**config.mk**
```make
export PLATFORM = sky130hd
export DESIGN_NAME = cobs_frame_ring_buffer
export DESIGN_NICKNAME = d
export VERILOG_FILES = /design/src/rtl/core/cfrb_pkg.sv /design/src/rtl/core/cfrb_front.sv /design/src/rtl/core/cfrb_queue.sv /design/src/rtl/core/cfrb_back.sv /design/src/rtl/core/cobs_frame_ring_buffer.sv
export VERILOG_INCLUDE_DIRS = /design/src /design/src/rtl/core
export SDC_FILE = /design/constraint.sdc
export NUM_CORES = 2
export LEC_CHECK = 0
export ABC_AREA = 1
export BUFFER_PORTS_ARGS = -buffer_cell sky130_fd_sc_hd__clkbuf_2
export CAP_MARGIN = 20
export CORE_UTILIZATION = 33
export DETAILED_ROUTE_END_ITERATION = 6
export SETUP_SLACK_MARGIN = 0.3
export SYNTH_ARGS = -nofsm -noshare
export SYNTH_HDL_FRONTEND = slang
export SYNTH_SLANG_ARGS = --single-unit
```
**constraint.sdc**
```tcl
create_clock -name clk -period 7.7 [get_ports clk]
set_input_delay 0.385 -clock clk [delete_from_list [all_inputs] [get_ports clk]]
set_output_delay 0.385 -clock clk [all_outputs]
set_load 0.01 [all_outputs]
```
**src/rtl/core/cobs_frame_ring_buffer_defines.svh**
```systemverilog
// Assertion macros for the COBS frame ring buffer.
// Used by the top level; expects signals clk and arst_n in scope.
`ifndef COBS_FRAME_RING_BUFFER_DEFINES_SVH
`define COBS_FRAME_RING_BUFFER_DEFINES_SVH

// Same-cycle implication, checked out of reset.
`define CFRB_ASSERT_IMP(lbl, ante, cons) \
	lbl: assert property (@(posedge clk) disable iff (!arst_n) (ante) |-> (cons)) \
		else $error("cobs frame ring buffer check failed");

// Next-cycle implication, checked out of reset.
`define CFRB_ASSERT_NEXT(lbl, ante, cons) \
	lbl: assert property (@(posedge clk) disable iff (!arst_n) (ante) |=> (cons)) \
		else $error("cobs frame ring buffer check failed");

`endif

```
**src/rtl/core/cfrb_pkg.sv**
```systemverilog
// Shared types and codes of the COBS frame ring buffer.
// No dependencies.
package cfrb_pkg;

	localparam logic REQ_WRITE = 1'b0;
	localparam logic REQ_READ  = 1'b1;

	localparam logic [1:0] KIND_WACK   = 2'd0;
	localparam logic [1:0] KIND_DATA   = 2'd1;
	localparam logic [1:0] KIND_STATUS = 2'd2;

	localparam logic [1:0] ST_OK         = 2'd0;
	localparam logic [1:0] ST_NONE       = 2'd1;
	localparam logic [1:0] ST_INCOMPLETE = 2'd2;
	localparam logic [1:0] ST_FORMAT     = 2'd3;

	localparam logic [7:0] CODE_FULL = 8'hff;

	// Classified command between front and back
	typedef struct packed {
		logic       is_read;
		logic [7:0] wr_byte;
		logic       batch_first;
		logic [8:0] batch_len;
		logic [5:0] cap;
	} cmd_t;

	typedef struct packed {
		logic [1:0] kind;
		logic [7:0] data_byte;
		logic       accepted;
		logic [1:0] read_status;
		logic [5:0] frame_len;
		logic       is_last;
		logic [8:0] stored_count;
	} rsp_t;

endpackage

```
**src/rtl/core/cfrb_front.sv**
```systemverilog
// Front stage: accepts request words, clamps the read capacity and
// registers a classified command. Depends on cfrb_pkg.
module cfrb_front #(
	parameter int MAX_OUT = 63
) (
	input  logic          clk,
	input  logic          arst_n,
	input  logic          req_valid,
	output logic          req_ready,
	input  logic          req_type,
	input  logic [7:0]    wr_byte,
	input  logic          batch_first,
	input  logic [8:0]    batch_len,
	input  logic [5:0]    out_capacity,
	output logic          cmd_valid,
	output cfrb_pkg::cmd_t cmd,
	input  logic          cmd_ready
);

	logic           v_s1;
	cfrb_pkg::cmd_t cmd_s1;
	cfrb_pkg::cmd_t cmd_new;
	logic           take;

	always_comb begin
		cmd_new.is_read     = (req_type == cfrb_pkg::REQ_READ);
		cmd_new.wr_byte     = wr_byte;
		cmd_new.batch_first = batch_first;
		cmd_new.batch_len   = batch_len;
		cmd_new.cap         = (out_capacity > 6'(MAX_OUT)) ? 6'(MAX_OUT) : out_capacity;
	end

	assign req_ready = !v_s1 || cmd_ready;
	assign take      = req_valid && req_ready;

	always_ff @(posedge clk or negedge arst_n) begin
		if (!arst_n) begin
			v_s1 <= 1'b0;
		end else if (take) begin
			v_s1 <= 1'b1;
		end else if (cmd_ready) begin
			v_s1 <= 1'b0;
		end
	end

	always_ff @(posedge clk) begin
		if (take) begin
			cmd_s1 <= cmd_new;
		end
	end

	assign cmd_valid = v_s1;
	assign cmd       = cmd_s1;

endmodule

```
**src/rtl/core/cfrb_queue.sv**
```systemverilog
// Two-entry command queue between front and back.
// Depends on cfrb_pkg.
module cfrb_queue (
	input  logic           clk,
	input  logic           arst_n,
	input  logic           push_valid,
	output logic           push_ready,
	input  cfrb_pkg::cmd_t push_cmd,
	output logic           pop_valid,
	input  logic           pop,
	output cfrb_pkg::cmd_t pop_cmd
);

	cfrb_pkg::cmd_t entry_q [0:1];
	logic           wr_ptr_q;
	logic           rd_ptr_q;
	logic [1:0]     count_q;
	logic           do_push;
	logic           do_pop;

	assign push_ready = (count_q != 2'd2);
	assign pop_valid  = (count_q != 2'd0);
	assign pop_cmd    = entry_q[rd_ptr_q];
	assign do_push    = push_valid && push_ready;
	assign do_pop     = pop && pop_valid;

	always_ff @(posedge clk or negedge arst_n) begin
		if (!arst_n) begin
			wr_ptr_q <= 1'b0;
			rd_ptr_q <= 1'b0;
			count_q  <= 2'd0;
		end else begin
			if (do_push) begin
				wr_ptr_q <= !wr_ptr_q;
			end
			if (do_pop) begin
				rd_ptr_q <= !rd_ptr_q;
			end
			if (do_push && !do_pop) begin
				count_q <= count_q + 2'd1;
			end else if (do_pop && !do_push) begin
				count_q <= count_q - 2'd1;
			end
		end
	end

	always_ff @(posedge clk) begin
		if (do_push) begin
			entry_q[wr_ptr_q] <= push_cmd;
		end
	end

endmodule

```
**src/rtl/core/cfrb_back.sv**
```systemverilog
// Back end: byte store, write/batch bookkeeping, COBS frame walk, decoded
// byte buffer and result register. Depends on cfrb_pkg.
module cfrb_back #(
	parameter int DEPTH   = 256,
	parameter int MAX_OUT = 63
) (
	input  logic           clk,
	input  logic           arst_n,
	input  logic           cmd_valid,
	input  cfrb_pkg::cmd_t cmd,
	output logic           cmd_pop,
	output logic           rsp_valid,
	input  logic           rsp_ready,
	output cfrb_pkg::rsp_t rsp
);

	localparam int AW   = (DEPTH > 1) ? $clog2(DEPTH) : 1;
	localparam int CW   = $clog2(DEPTH + 1);
	localparam int SW   = ((CW > 9) ? CW : 9) + 1;
	localparam int BW   = (MAX_OUT > 1) ? $clog2(MAX_OUT) : 1;
	localparam int DB_N = 1 << BW;

	localparam logic [1:0] S_IDLE = 2'd0;
	localparam logic [1:0] S_WALK = 2'd1;
	localparam logic [1:0] S_EMIT = 2'd2;

	logic [7:0] store_mem [0:DEPTH-1];
	logic [7:0] dbuf_mem  [0:DB_N-1];

	logic [1:0]    state_q, state_d;
	logic [AW-1:0] rp_q, rp_d, wp_q, wp_d, pos_q, pos_d, pos_inc, store_addr;
	logic [CW-1:0] total_q, total_d, fp_q, fp_d, walked_q, walked_d, wr_total;
	logic          rej_q, rej_d, rej_n, wr_acc;
	logic [5:0]    cap_q, cap_d, emitted_q, emitted_d, emit_idx_q, emit_idx_d;
	logic [7:0]    block_q, block_d;
	logic          code_ff_q, code_ff_d;
	logic [1:0]    st_q, st_d;
	logic [5:0]    flen_q, flen_d;
	logic [7:0]    store_rd_q, dbuf_rd_q, b;
	logic          store_we, db_we;
	logic [7:0]    db_wdata;
	logic          out_free, rsp_load;
	logic          rsp_valid_q;
	cfrb_pkg::rsp_t rsp_q, rsp_d;
	logic [CW+8:0] wr_ext, cur_ext;

	assign out_free = !rsp_valid_q || rsp_ready;
	assign pos_inc  = (pos_q == AW'(DEPTH - 1)) ? '0 : pos_q + AW'(1);
	assign b        = store_rd_q;

	always_comb begin
		rej_n    = cmd.batch_first
			? ((SW'(cmd.batch_len) + SW'(total_q)) > SW'(DEPTH)) : rej_q;
		wr_acc   = !rej_n && (total_q != CW'(DEPTH));
		wr_total = wr_acc ? total_q + CW'(1) : total_q;
		wr_ext   = {9'd0, wr_total};
		cur_ext  = {9'd0, total_q};
	end

	always_comb begin
		state_d    = state_q;
		rp_d       = rp_q;
		wp_d       = wp_q;
		pos_d      = pos_q;
		total_d    = total_q;
		fp_d       = fp_q;
		walked_d   = walked_q;
		rej_d      = rej_q;
		cap_d      = cap_q;
		emitted_d  = emitted_q;
		emit_idx_d = emit_idx_q;
		block_d    = block_q;
		code_ff_d  = code_ff_q;
		st_d       = st_q;
		flen_d     = flen_q;
		cmd_pop    = 1'b0;
		store_we   = 1'b0;
		db_we      = 1'b0;
		db_wdata   = b;
		rsp_load   = 1'b0;
		rsp_d      = rsp_q;

		unique case (state_q)
			S_IDLE: begin
				if (cmd_valid && out_free) begin
					cmd_pop = 1'b1;
					if (!cmd.is_read) begin
						rej_d = rej_n;
						if (wr_acc) begin
							store_we = 1'b1;
							wp_d     = (wp_q == AW'(DEPTH - 1)) ? '0 : wp_q + AW'(1);
							total_d  = wr_total;
							fp_d     = fp_q + CW'(cmd.wr_byte == 8'd0);
						end
						rsp_load           = 1'b1;
						rsp_d.kind         = cfrb_pkg::KIND_WACK;
						rsp_d.data_byte    = 8'd0;
						rsp_d.accepted     = wr_acc;
						rsp_d.read_status  = cfrb_pkg::ST_OK;
						rsp_d.frame_len    = 6'd0;
						rsp_d.is_last      = 1'b1;
						rsp_d.stored_count = wr_ext[8:0];
					end else if (total_q == '0 || fp_q == '0) begin
						rsp_load           = 1'b1;
						rsp_d.kind         = cfrb_pkg::KIND_STATUS;
						rsp_d.data_byte    = 8'd0;
						rsp_d.accepted     = 1'b0;
						rsp_d.read_status  = cfrb_pkg::ST_NONE;
						rsp_d.frame_len    = 6'd0;
						rsp_d.is_last      = 1'b1;
						rsp_d.stored_count = cur_ext[8:0];
					end else begin
						// store_rd_q holds the byte at rp_q next cycle
						state_d   = S_WALK;
						pos_d     = rp_q;
						walked_d  = '0;
						emitted_d = 6'd0;
						block_d   = 8'd0;
						code_ff_d = 1'b1;
						cap_d     = cmd.cap;
					end
				end
			end
			S_WALK: begin
				if (emitted_q >= cap_q || walked_q >= total_q) begin
					// leave the store untouched
					st_d       = cfrb_pkg::ST_INCOMPLETE;
					flen_d     = 6'd0;
					emit_idx_d = 6'd0;
					state_d    = S_EMIT;
				end else if (b == 8'd0) begin
					// delimiter, or a zero inside a block: consume through it
					st_d       = (block_q == 8'd0) ? cfrb_pkg::ST_OK : cfrb_pkg::ST_FORMAT;
					flen_d     = (block_q == 8'd0) ? emitted_q : 6'd0;
					rp_d       = pos_inc;
					total_d    = total_q - walked_q - CW'(1);
					fp_d       = (fp_q != '0) ? fp_q - CW'(1) : fp_q;
					emit_idx_d = 6'd0;
					state_d    = S_EMIT;
				end else begin
					if (block_q != 8'd0) begin
						db_we     = 1'b1;
						db_wdata  = b;
						emitted_d = emitted_q + 6'd1;
						block_d   = block_q - 8'd1;
					end else begin
						// new code byte; a zero stands between blocks unless after 0xff
						if (!code_ff_q) begin
							db_we     = 1'b1;
							db_wdata  = 8'd0;
							emitted_d = emitted_q + 6'd1;
						end
						code_ff_d = (b == cfrb_pkg::CODE_FULL);
						block_d   = b - 8'd1;
					end
					pos_d    = pos_inc;
					walked_d = walked_q + CW'(1);
				end
			end
			S_EMIT: begin
				if (out_free) begin
					rsp_load           = 1'b1;
					rsp_d.accepted     = 1'b0;
					rsp_d.stored_count = cur_ext[8:0];
					if (emit_idx_q != emitted_q) begin
						rsp_d.kind        = cfrb_pkg::KIND_DATA;
						rsp_d.data_byte   = dbuf_rd_q;
						rsp_d.read_status = cfrb_pkg::ST_OK;
						rsp_d.frame_len   = 6'd0;
						rsp_d.is_last     = 1'b0;
						emit_idx_d        = emit_idx_q + 6'd1;
					end else begin
						rsp_d.kind        = cfrb_pkg::KIND_STATUS;
						rsp_d.data_byte   = 8'd0;
						rsp_d.read_status = st_q;
						rsp_d.frame_len   = flen_q;
						rsp_d.is_last     = 1'b1;
						state_d           = S_IDLE;
					end
				end
			end
			default: begin
				state_d = S_IDLE;
			end
		endcase
	end

	assign store_addr = (state_q == S_WALK) ? pos_inc : rp_q;

	always_ff @(posedge clk) begin
		if (store_we) begin
			store_mem[wp_q] <= cmd.wr_byte;
		end
		store_rd_q <= store_mem[store_addr];
	end

	always_ff @(posedge clk) begin
		if (db_we) begin
			dbuf_mem[emitted_q[BW-1:0]] <= db_wdata;
		end
		dbuf_rd_q <= dbuf_mem[emit_idx_d[BW-1:0]];
	end

	always_ff @(posedge clk or negedge arst_n) begin
		if (!arst_n) begin
			state_q     <= S_IDLE;
			rp_q        <= '0;
			wp_q        <= '0;
			total_q     <= '0;
			fp_q        <= '0;
			rej_q       <= 1'b0;
			rsp_valid_q <= 1'b0;
		end else begin
			state_q <= state_d;
			rp_q    <= rp_d;
			wp_q    <= wp_d;
			total_q <= total_d;
			fp_q    <= fp_d;
			rej_q   <= rej_d;
			if (rsp_load) begin
				rsp_valid_q <= 1'b1;
			end else if (rsp_ready) begin
				rsp_valid_q <= 1'b0;
			end
		end
	end

	always_ff @(posedge clk) begin
		pos_q      <= pos_d;
		walked_q   <= walked_d;
		cap_q      <= cap_d;
		emitted_q  <= emitted_d;
		emit_idx_q <= emit_idx_d;
		block_q    <= block_d;
		code_ff_q  <= code_ff_d;
		st_q       <= st_d;
		flen_q     <= flen_d;
		if (rsp_load) begin
			rsp_q <= rsp_d;
		end
	end

	assign rsp_valid = rsp_valid_q;
	assign rsp       = rsp_q;

endmodule

```
**src/rtl/core/cobs_frame_ring_buffer.sv**
```systemverilog
// Write word: one per cycle sustained while rsp_ready holds; acknowledge is registered.
// Read word: W stored bytes walked at one per cycle through the
// byte store read port, then E decoded bytes replayed from the decode buffer.
// Reset (arst_n, async, active low) clears pointers, counts and handshakes at once;
// byte store contents stay undefined until written, no clearing pass.
`include "cobs_frame_ring_buffer_defines.svh"

module cobs_frame_ring_buffer #(
	parameter int DEPTH   = 256,
	parameter int MAX_OUT = 63
) (
	input  logic       clk,
	input  logic       arst_n,
	input  logic       req_valid,
	output logic       req_ready,
	input  logic       req_type,
	input  logic [7:0] wr_byte,
	input  logic       batch_first,
	input  logic [8:0] batch_len,
	input  logic [5:0] out_capacity,
	output logic       rsp_valid,
	input  logic       rsp_ready,
	output logic [1:0] kind,
	output logic [7:0] data_byte,
	output logic       accepted,
	output logic [1:0] read_status,
	output logic [5:0] frame_len,
	output logic       is_last,
	output logic [8:0] stored_count
);

	logic           f_valid, f_ready;
	cfrb_pkg::cmd_t f_cmd;
	logic           q_valid, q_pop;
	cfrb_pkg::cmd_t q_cmd;
	cfrb_pkg::rsp_t rsp;

	cfrb_front #(
		.MAX_OUT(MAX_OUT)
	) u_front (
		.clk         (clk),
		.arst_n      (arst_n),
		.req_valid   (req_valid),
		.req_ready   (req_ready),
		.req_type    (req_type),
		.wr_byte     (wr_byte),
		.batch_first (batch_first),
		.batch_len   (batch_len),
		.out_capacity(out_capacity),
		.cmd_valid   (f_valid),
		.cmd         (f_cmd),
		.cmd_ready   (f_ready)
	);

	cfrb_queue u_queue (
		.clk       (clk),
		.arst_n    (arst_n),
		.push_valid(f_valid),
		.push_ready(f_ready),
		.push_cmd  (f_cmd),
		.pop_valid (q_valid),
		.pop       (q_pop),
		.pop_cmd   (q_cmd)
	);

	cfrb_back #(
		.DEPTH  (DEPTH),
		.MAX_OUT(MAX_OUT)
	) u_back (
		.clk      (clk),
		.arst_n   (arst_n),
		.cmd_valid(q_valid),
		.cmd      (q_cmd),
		.cmd_pop  (q_pop),
		.rsp_valid(rsp_valid),
		.rsp_ready(rsp_ready),
		.rsp      (rsp)
	);

	assign kind         = rsp.kind;
	assign data_byte    = rsp.data_byte;
	assign accepted     = rsp.accepted;
	assign read_status  = rsp.read_status;
	assign frame_len    = rsp.frame_len;
	assign is_last      = rsp.is_last;
	assign stored_count = rsp.stored_count;

	// only decoded bytes leave a word open
	`CFRB_ASSERT_IMP(a_last_kind, rsp_valid, is_last == (kind != cfrb_pkg::KIND_DATA))
	`CFRB_ASSERT_IMP(a_flen_ok, rsp_valid && frame_len != 6'd0,
		kind == cfrb_pkg::KIND_STATUS && read_status == cfrb_pkg::ST_OK)
	`CFRB_ASSERT_IMP(a_data_clean, rsp_valid && kind == cfrb_pkg::KIND_DATA,
		!accepted && read_status == cfrb_pkg::ST_OK && frame_len == 6'd0)
	// replay never bubbles once a decoded byte is taken
	`CFRB_ASSERT_NEXT(a_replay_flow, rsp_valid && rsp_ready && kind == cfrb_pkg::KIND_DATA,
		rsp_valid)

endmodule
```
## Word-level counts from Yosys, hierarchy flattened

Memories as Yosys holds them, arrays and structs flattened. A register that Yosys moved wholly into a read port is not among the register bits.
Index checks and enable logic that the tools add are counted.

- Register bits: 149
- RAM bits: 2610
- Input port bits: 29
- Memories kept: 3

Memories:

| memory | words | bits a word | rd ports | clocked after memory_dff | wr ports | RTL line | text |
|---|---|---|---|---|---|---|---|
| u_back.store_mem | 256 | 8 | 1 | 1 | 1 | cfrb_back.sv:27 | `logic [7:0] store_mem [0:DEPTH-1];` |
| u_back.dbuf_mem | 64 | 8 | 1 | 1 | 1 | cfrb_back.sv:28 | `logic [7:0] dbuf_mem [0:DB_N-1];` |
| u_queue.entry_q | 2 | 25 | 1 | 0 | 1 | cfrb_queue.sv:14 | `cfrb_pkg::cmd_t entry_q [0:1];` |

- Add/sub/neg operators: 15
- Order comparisons: 4
- Equal/unequal tests: 23
- Multiplexer cells: 109
- Bitwise logic cells: 3
- Reduce and logical (&&, ||, !) cells: 45

Operators by type and width:

| kind | count |
|---|---|
| $mux W9 | 18 |
| $mux W8 | 19 |
| $mux W29 | 4 |
| $mux W6 | 13 |
| $pmux W29 S2 | 1 |
| $pmux W9 S2 | 3 |
| $mux W1 | 32 |
| $pmux W8 S2 | 2 |
| $eq A8 B8 Y1 const B | 3 |
| $logic_not A8 Y1 | 3 |
| $pmux W6 S2 | 2 |
| $mux W2 | 11 |
| $reduce_and A7 Y1 | 3 |
| $add A9 B1 Y9 const B | 2 |
| $logic_not A9 Y1 | 2 |
| $reduce_and A6 Y1 | 3 |
| $sub A9 B1 Y9 const B | 2 |
| $add A8 B1 Y8 const B | 2 |
| $sub A8 B1 Y8 const B | 2 |
| $ne A2 B2 Y1 const B | 7 |
| $reduce_bool A2 Y1 | 7 |
| $add A6 B1 Y6 const B | 2 |
| $ne A2 B1 Y1 const B | 6 |
| $add A9 B9 Y10 | 1 |
| other kinds (28) | 49 |

## Longest topological paths before layout

An unclocked memory read counts as a cell.

- Depth after elaboration: 12
- Gate-level depth with buffers: 24
- Mapped depth without buffers: 21

## By module

Synthesis repeated with hierarchy kept, for this count alone.

- Cell total of the unflattened synthesis: 10720
- Area, all modules: 119453.3 um^2

By module, submodules not included:

| module | times used | cells an instance | area each (um^2) | seq. area each (um^2) |
|---|---|---|---|---|
| cfrb_back | 1 | 10524 | 116550.5 | 80517.2 |
| cfrb_queue | 1 | 159 | 2084.5 | 1601.5 |
| cfrb_front | 1 | 37 | 818.3 | 775.7 |

## Worst setup path before layout

Ideal clock, no wire load.

- Path kind: reg2reg
- Start: reg u_queue.rd_ptr_q
- End: reg u_back.fp_q[7]
- Setup time: 0.117 ns
- Arrival time: 6.110 ns
- Setup slack: 1.473 ns
- Stages on the path, launching flop included: 20
- Period minus slack after synthesis: 6.227 ns
- Cell sequence: dfrtp_1 > buf_2 > inv_1 > clkbuf_1 > nand2_1 > nand2_1 > nor4_1 > nand4_1 > ha_1 > a21oi_1 > nand2_1 > a21oi_1 > inv_1 > a21oi_1 > nor2_1 > o21ai_0 > nand2_1 > xor2_1 > nand2_1 > nand2_1

RTL lines:

| element | RTL line | text |
|---|---|---|
| from (decl) | cfrb_queue.sv:16 | `logic rd_ptr_q;` |
| from (signal assigned) | cfrb_queue.sv:37 | `rd_ptr_q <= !rd_ptr_q;` |
| to (signal assigned) | cfrb_back.sv:218 | `fp_q <= fp_d;` |
| to (decl) | cfrb_back.sv:32 | `logic [CW-1:0] total_q, total_d, fp_q, fp_d, walked_q, walked_d, wr_total;` |

## Worst setup path after layout

- Start: reg u_queue.rd_ptr_q
- End: mem u_back.store_mem[16][2] (enable)

- Word-level cells in the longest chain between the ends: 12

RTL lines:

| element | RTL line | text |
|---|---|---|
| $mem_v2 Z2 W25 * | -- |  |
| $add A9 B9 Y10 | cfrb_back.sv:53 | `? ((SW'(cmd.batch_len) + SW'(total_q)) > SW'(DEPTH)) : rej_q;` |
| $gt A10 B9 Y1 | cfrb_back.sv:53 |  |
| $mux W1 | cfrb_back.sv:53 |  |
| $logic_not A1 Y1 | cfrb_back.sv:54 | `wr_acc = !rej_n && (total_q != CW'(DEPTH));` |
| $logic_and A1 B1 Y1 | cfrb_back.sv:54 |  |
| $mux W1 | cfrb_back.sv:89 | `if (wr_acc) begin` |
| $mux W1 * | cfrb_back.sv:87 | `if (!cmd.is_read) begin` |
| $mux W1 * | cfrb_back.sv:85 | `if (cmd_valid && out_free) begin` |
| $mux W1 * | cfrb_back.sv:83 | `unique case (state_q)` |
| $mux W1 * | cfrb_back.sv:191 | `if (store_we) begin` |
| $mux W1 (not written as such) * | cfrb_back.sv:192 | `store_mem[wp_q] <= cmd.wr_byte;` |
| to (decl) | cfrb_back.sv:27 |  |

Mark *: on every way between the ends. The rest lies on a longest branch, timed or not.

==> run summary <==
Total of max-cap violations: 0
Die area: 0.363 sq mm
Dpl hpwl: 187,000 microns
FF+latch area: 0.0829 sq mm
Crit end category: register
Drt pass-1 iters: 6
Total number of vias: 78,172
Cell variety after synth: 47
Power Dens Cells: 400 mW/mm^2
Clock group share of total power: 0.264
Final period util: 0.769
RSZ-0062 raised after global routing: false
Max-slew violations: 0
Setup ws final: 1780 ps
Worst slew pin tran: 1140 ps
Worst setup SP type: register
Layout cell share with drive strength beyond 1: 0.0669
Number of cell rows: 220
Num CTS Buffers: 296
Largest family of logic cells by synthesized area: simple AND/OR/NAND/NOR gates
Cts hold-fix bufs: 27
DRC: 0
Reg2reg start: u_queue.rd_ptr_q$_DFFE_PN0P_
Fill count: 34,745
H-tree Lvls: 5
Post-CTS sizing: 0
Final min period: 5920 ps
Largest net degree at the start of global routing: 210
Nets: 10,407
Post-CTS Repair Setup Buffers: 0
Hold_ws: 179 ps
Synthesized Nets: 10,555
Die width: 603 microns
DRT antenna net count: 0
WS Path Type: reg -> reg
Top_reg_cell synth: edfxtp_1
Synth warnings: 0
I/O pin total: 60
Post-synthesis cell count: 10,469
Gpl congestion: 0.862
Core Region: 0.359 sq mm
WL/cell: 21.5 microns
Die Span Y: 603 microns
Final setup viols: 0
Initial Util: 0.332
Syn_area_per_cell: 11.4 sq um
Post-synthesis simple-gate area fraction: 0.175
CTS tree: yes
Grt ovf: 0
Logic pwr share: 0.362
Clock Path Buffers: 4
Antenna violations before repair: 9
Fin Clk Skew: 101 ps
Post-synth EDFFs: 2,710
Top-count cell post-synth: edfxtp_1
Compound-cell area share of the yosys netlist: 0.0562
Leak: 0.0479 uW
Area leader, netlist: edfxtp_1
Vias in the first global route: 74,760
Net Switching: 21,300 uW
XOR/XNOR share of the synthesized area: 0.00309
Arrival @ worst endpoint: 6380 ps
Port Buffers: 59
DR iter-0 viols: 8,841
Sw Ratio: 0.399
First-pass GRT wire length: 487,000 microns
Sequential share of power: 0.373
Clock Sinks: 2,775
Critical Path Source: u_queue.rd_ptr_q$_DFFE_PN0P_
#FFs+latches synth: 2,775
Routed WL: 329,000 microns
Layout area overhead: 12.2%
Place WS: 1880 ps
Mapped Area: 0.119 sq mm
Clock Latency Late Sink: 930 ps
Seq/Total Area, Yosys: 0.697
Root Driver: clkbuf_16
Max_slew headroom: 0.240
Multi-input gate area: 0.0289 sq mm
Worst VDD drop: 347 uV
Req. time, crit path: 8160 ps
Tot GR Track Use: 0.176
Clock slew at reported path FFs: 60 ps
Yosys top cell area share: 0.684
Final TNS setup: 0 ps
Largest cells by area after synthesis: edfxtp_1 (68%), nand3_1 (8.2%), nand2_1 (6.3%)
Async SR Flop Fraction: 0.0155
Hold Fails Final Rpt: 0
Worst Path Max Fanout: 21
Cell Int Power: 32,100 uW
Fmax: 169 MHz
Post-synth top cells: edfxtp_1 (2,710), nand2_1 (2,000), nand3_1 (1,961)
DR vias/cell: 5.10
Multiplexer area fraction after synthesis: 0.000336
HP Class: in -> async
Run status: finished, final reports clean
Synth Area in Adders: 0.00618
cells by family (layout without fill, tap and decap cells):
| logic type | Yosys count | in the layout |
|---|---|---|
| buffers and inverters | 1801 | 1889 |
| AND/OR/NAND/NOR | 4638 | 4638 |
| multiplexers | 4 | 4 |
| other | 0 | 2 |
| AO/OA/AOI/OAI | 1152 | 1152 |
| XOR/XNOR | 42 | 42 |
| flip-flops | 2775 | 2775 |
| adder cells (fa/ha/maj) | 57 | 57 |
final timing paths:
path,cells after the start,to,slack [ps]
min reg2reg,0,u_queue.entry_q[0][5]$_DFFE_PP_,440
max,19,u_back.store_mem[16][2]$_DFFE_PP_,1780
min in group clk,4,u_back.rsp_valid$_DFFE_PN0P_,210
max reg2reg,19,u_back.store_mem[16][2]$_DFFE_PP_,1780
max in group asynchronous,3,u_back.total_q[7]$_DFFE_PN0P_,6970
min,3,u_back.wp_q[0]$_DFFE_PN0P_,180
through the flow:
step / cell area [sq um] / utilization / power, uW / cells
detailed placement: 124000 / 0.344 / 39400 / 14761
CTS: 133000 / 0.372 / 53500 / 15322
finish: 134000 / 0.372 / 53400 / 15332
global placement: 124000 / 0.344 / 39400 / 14760
floorplan: 119000 / - / 32200 / 10469
global route: 134000 / 0.372 / 55800 / 15330
sequential cells by signal (all words and copies together), names as in the netlist, 6 cells and up:
| register | flops |
|---|---|
| u_back.b | 8 |
| u_back.block_q | 8 |
| u_back.cap_q | 6 |
| u_back.dbuf_mem | 512 |
| u_back.dbuf_rd_q | 8 |
| u_back.emit_idx_q | 6 |
| u_back.emitted_q | 6 |
| u_back.flen_q | 6 |
| u_back.fp_q | 9 |
| u_back.pos_q | 8 |
| u_back.rp_q | 8 |
| u_back.rsp | 29 |
| u_back.store_mem | 2048 |
| u_back.total_q | 9 |
| u_back.walked_q | 9 |
| u_back.wp_q | 8 |
| u_front.cmd | 25 |
| u_queue.entry_q | 50 |
layer usage:
layer,vias up,share of wire,GRT usage
li1,36340,-,-
met1,38191,0.42,0.238
met3,605,0.071,0.0258
met4,2,0.038,0.0658
met5,-,0.00014,0.000925
met2,3034,0.47,0.286
placed cells by master, fill, tap and decap left out, types with 67 or more instances in the layout:
master	Yosys	routed
o21ai_0	301	299
o211ai_1	339	339
clkinv_1	3	67
o21ai_1	100	98
nand3b_1	177	177
nor2_1	415	405
edfxtp_1	2710	2710
buf_4	8	116
nand2_1	2000	1993
clkbuf_16	0	298
nand3_1	1961	1958
inv_1	1113	1104
a21oi_1	392	392
worst max-delay path, cell delays in order, from the launching register on:
cell     delay [ps]
dfrtp_1         370
inv_1           460
nand2_1         120
nand2_1         100
ha_1            170
inv_1            70
fa_1            450
xnor2_1         150
nor3b_1         230
nand3_1         150
nor2_1          120
nand3_1          80
nand2_1          80
nand2_1          60
nand2_2          80
nand2_2         210
nor2_4          640
buf_4           390
nand3_4         690
nor2_1          810
final cells by class:
class                           count  area share
Antenna cell                        2   0.0000375
Clock buffer                      353      0.0577
Clock inverter                    181      0.0137
Inverter                         1123      0.0320
Multi-Input combinational cell   5893       0.217
Sequential cell                  2775       0.621
Tap cell                         4773      0.0447
Timing Repair Buffer              232      0.0143
power by group through the flow:
stage | clock [uW] | sequential, uW | combinational [uW]
floorplan | 0 | 20700 | 11600
global placement | 0 | 20200 | 19100
detailed placement | 0 | 20300 | 19200
CTS | 14300 | 19900 | 19200
global route | 14900 | 20000 | 20900
finish | 14100 | 19900 | 19400
Note: power is estimated with default switching activity, not from simulation.
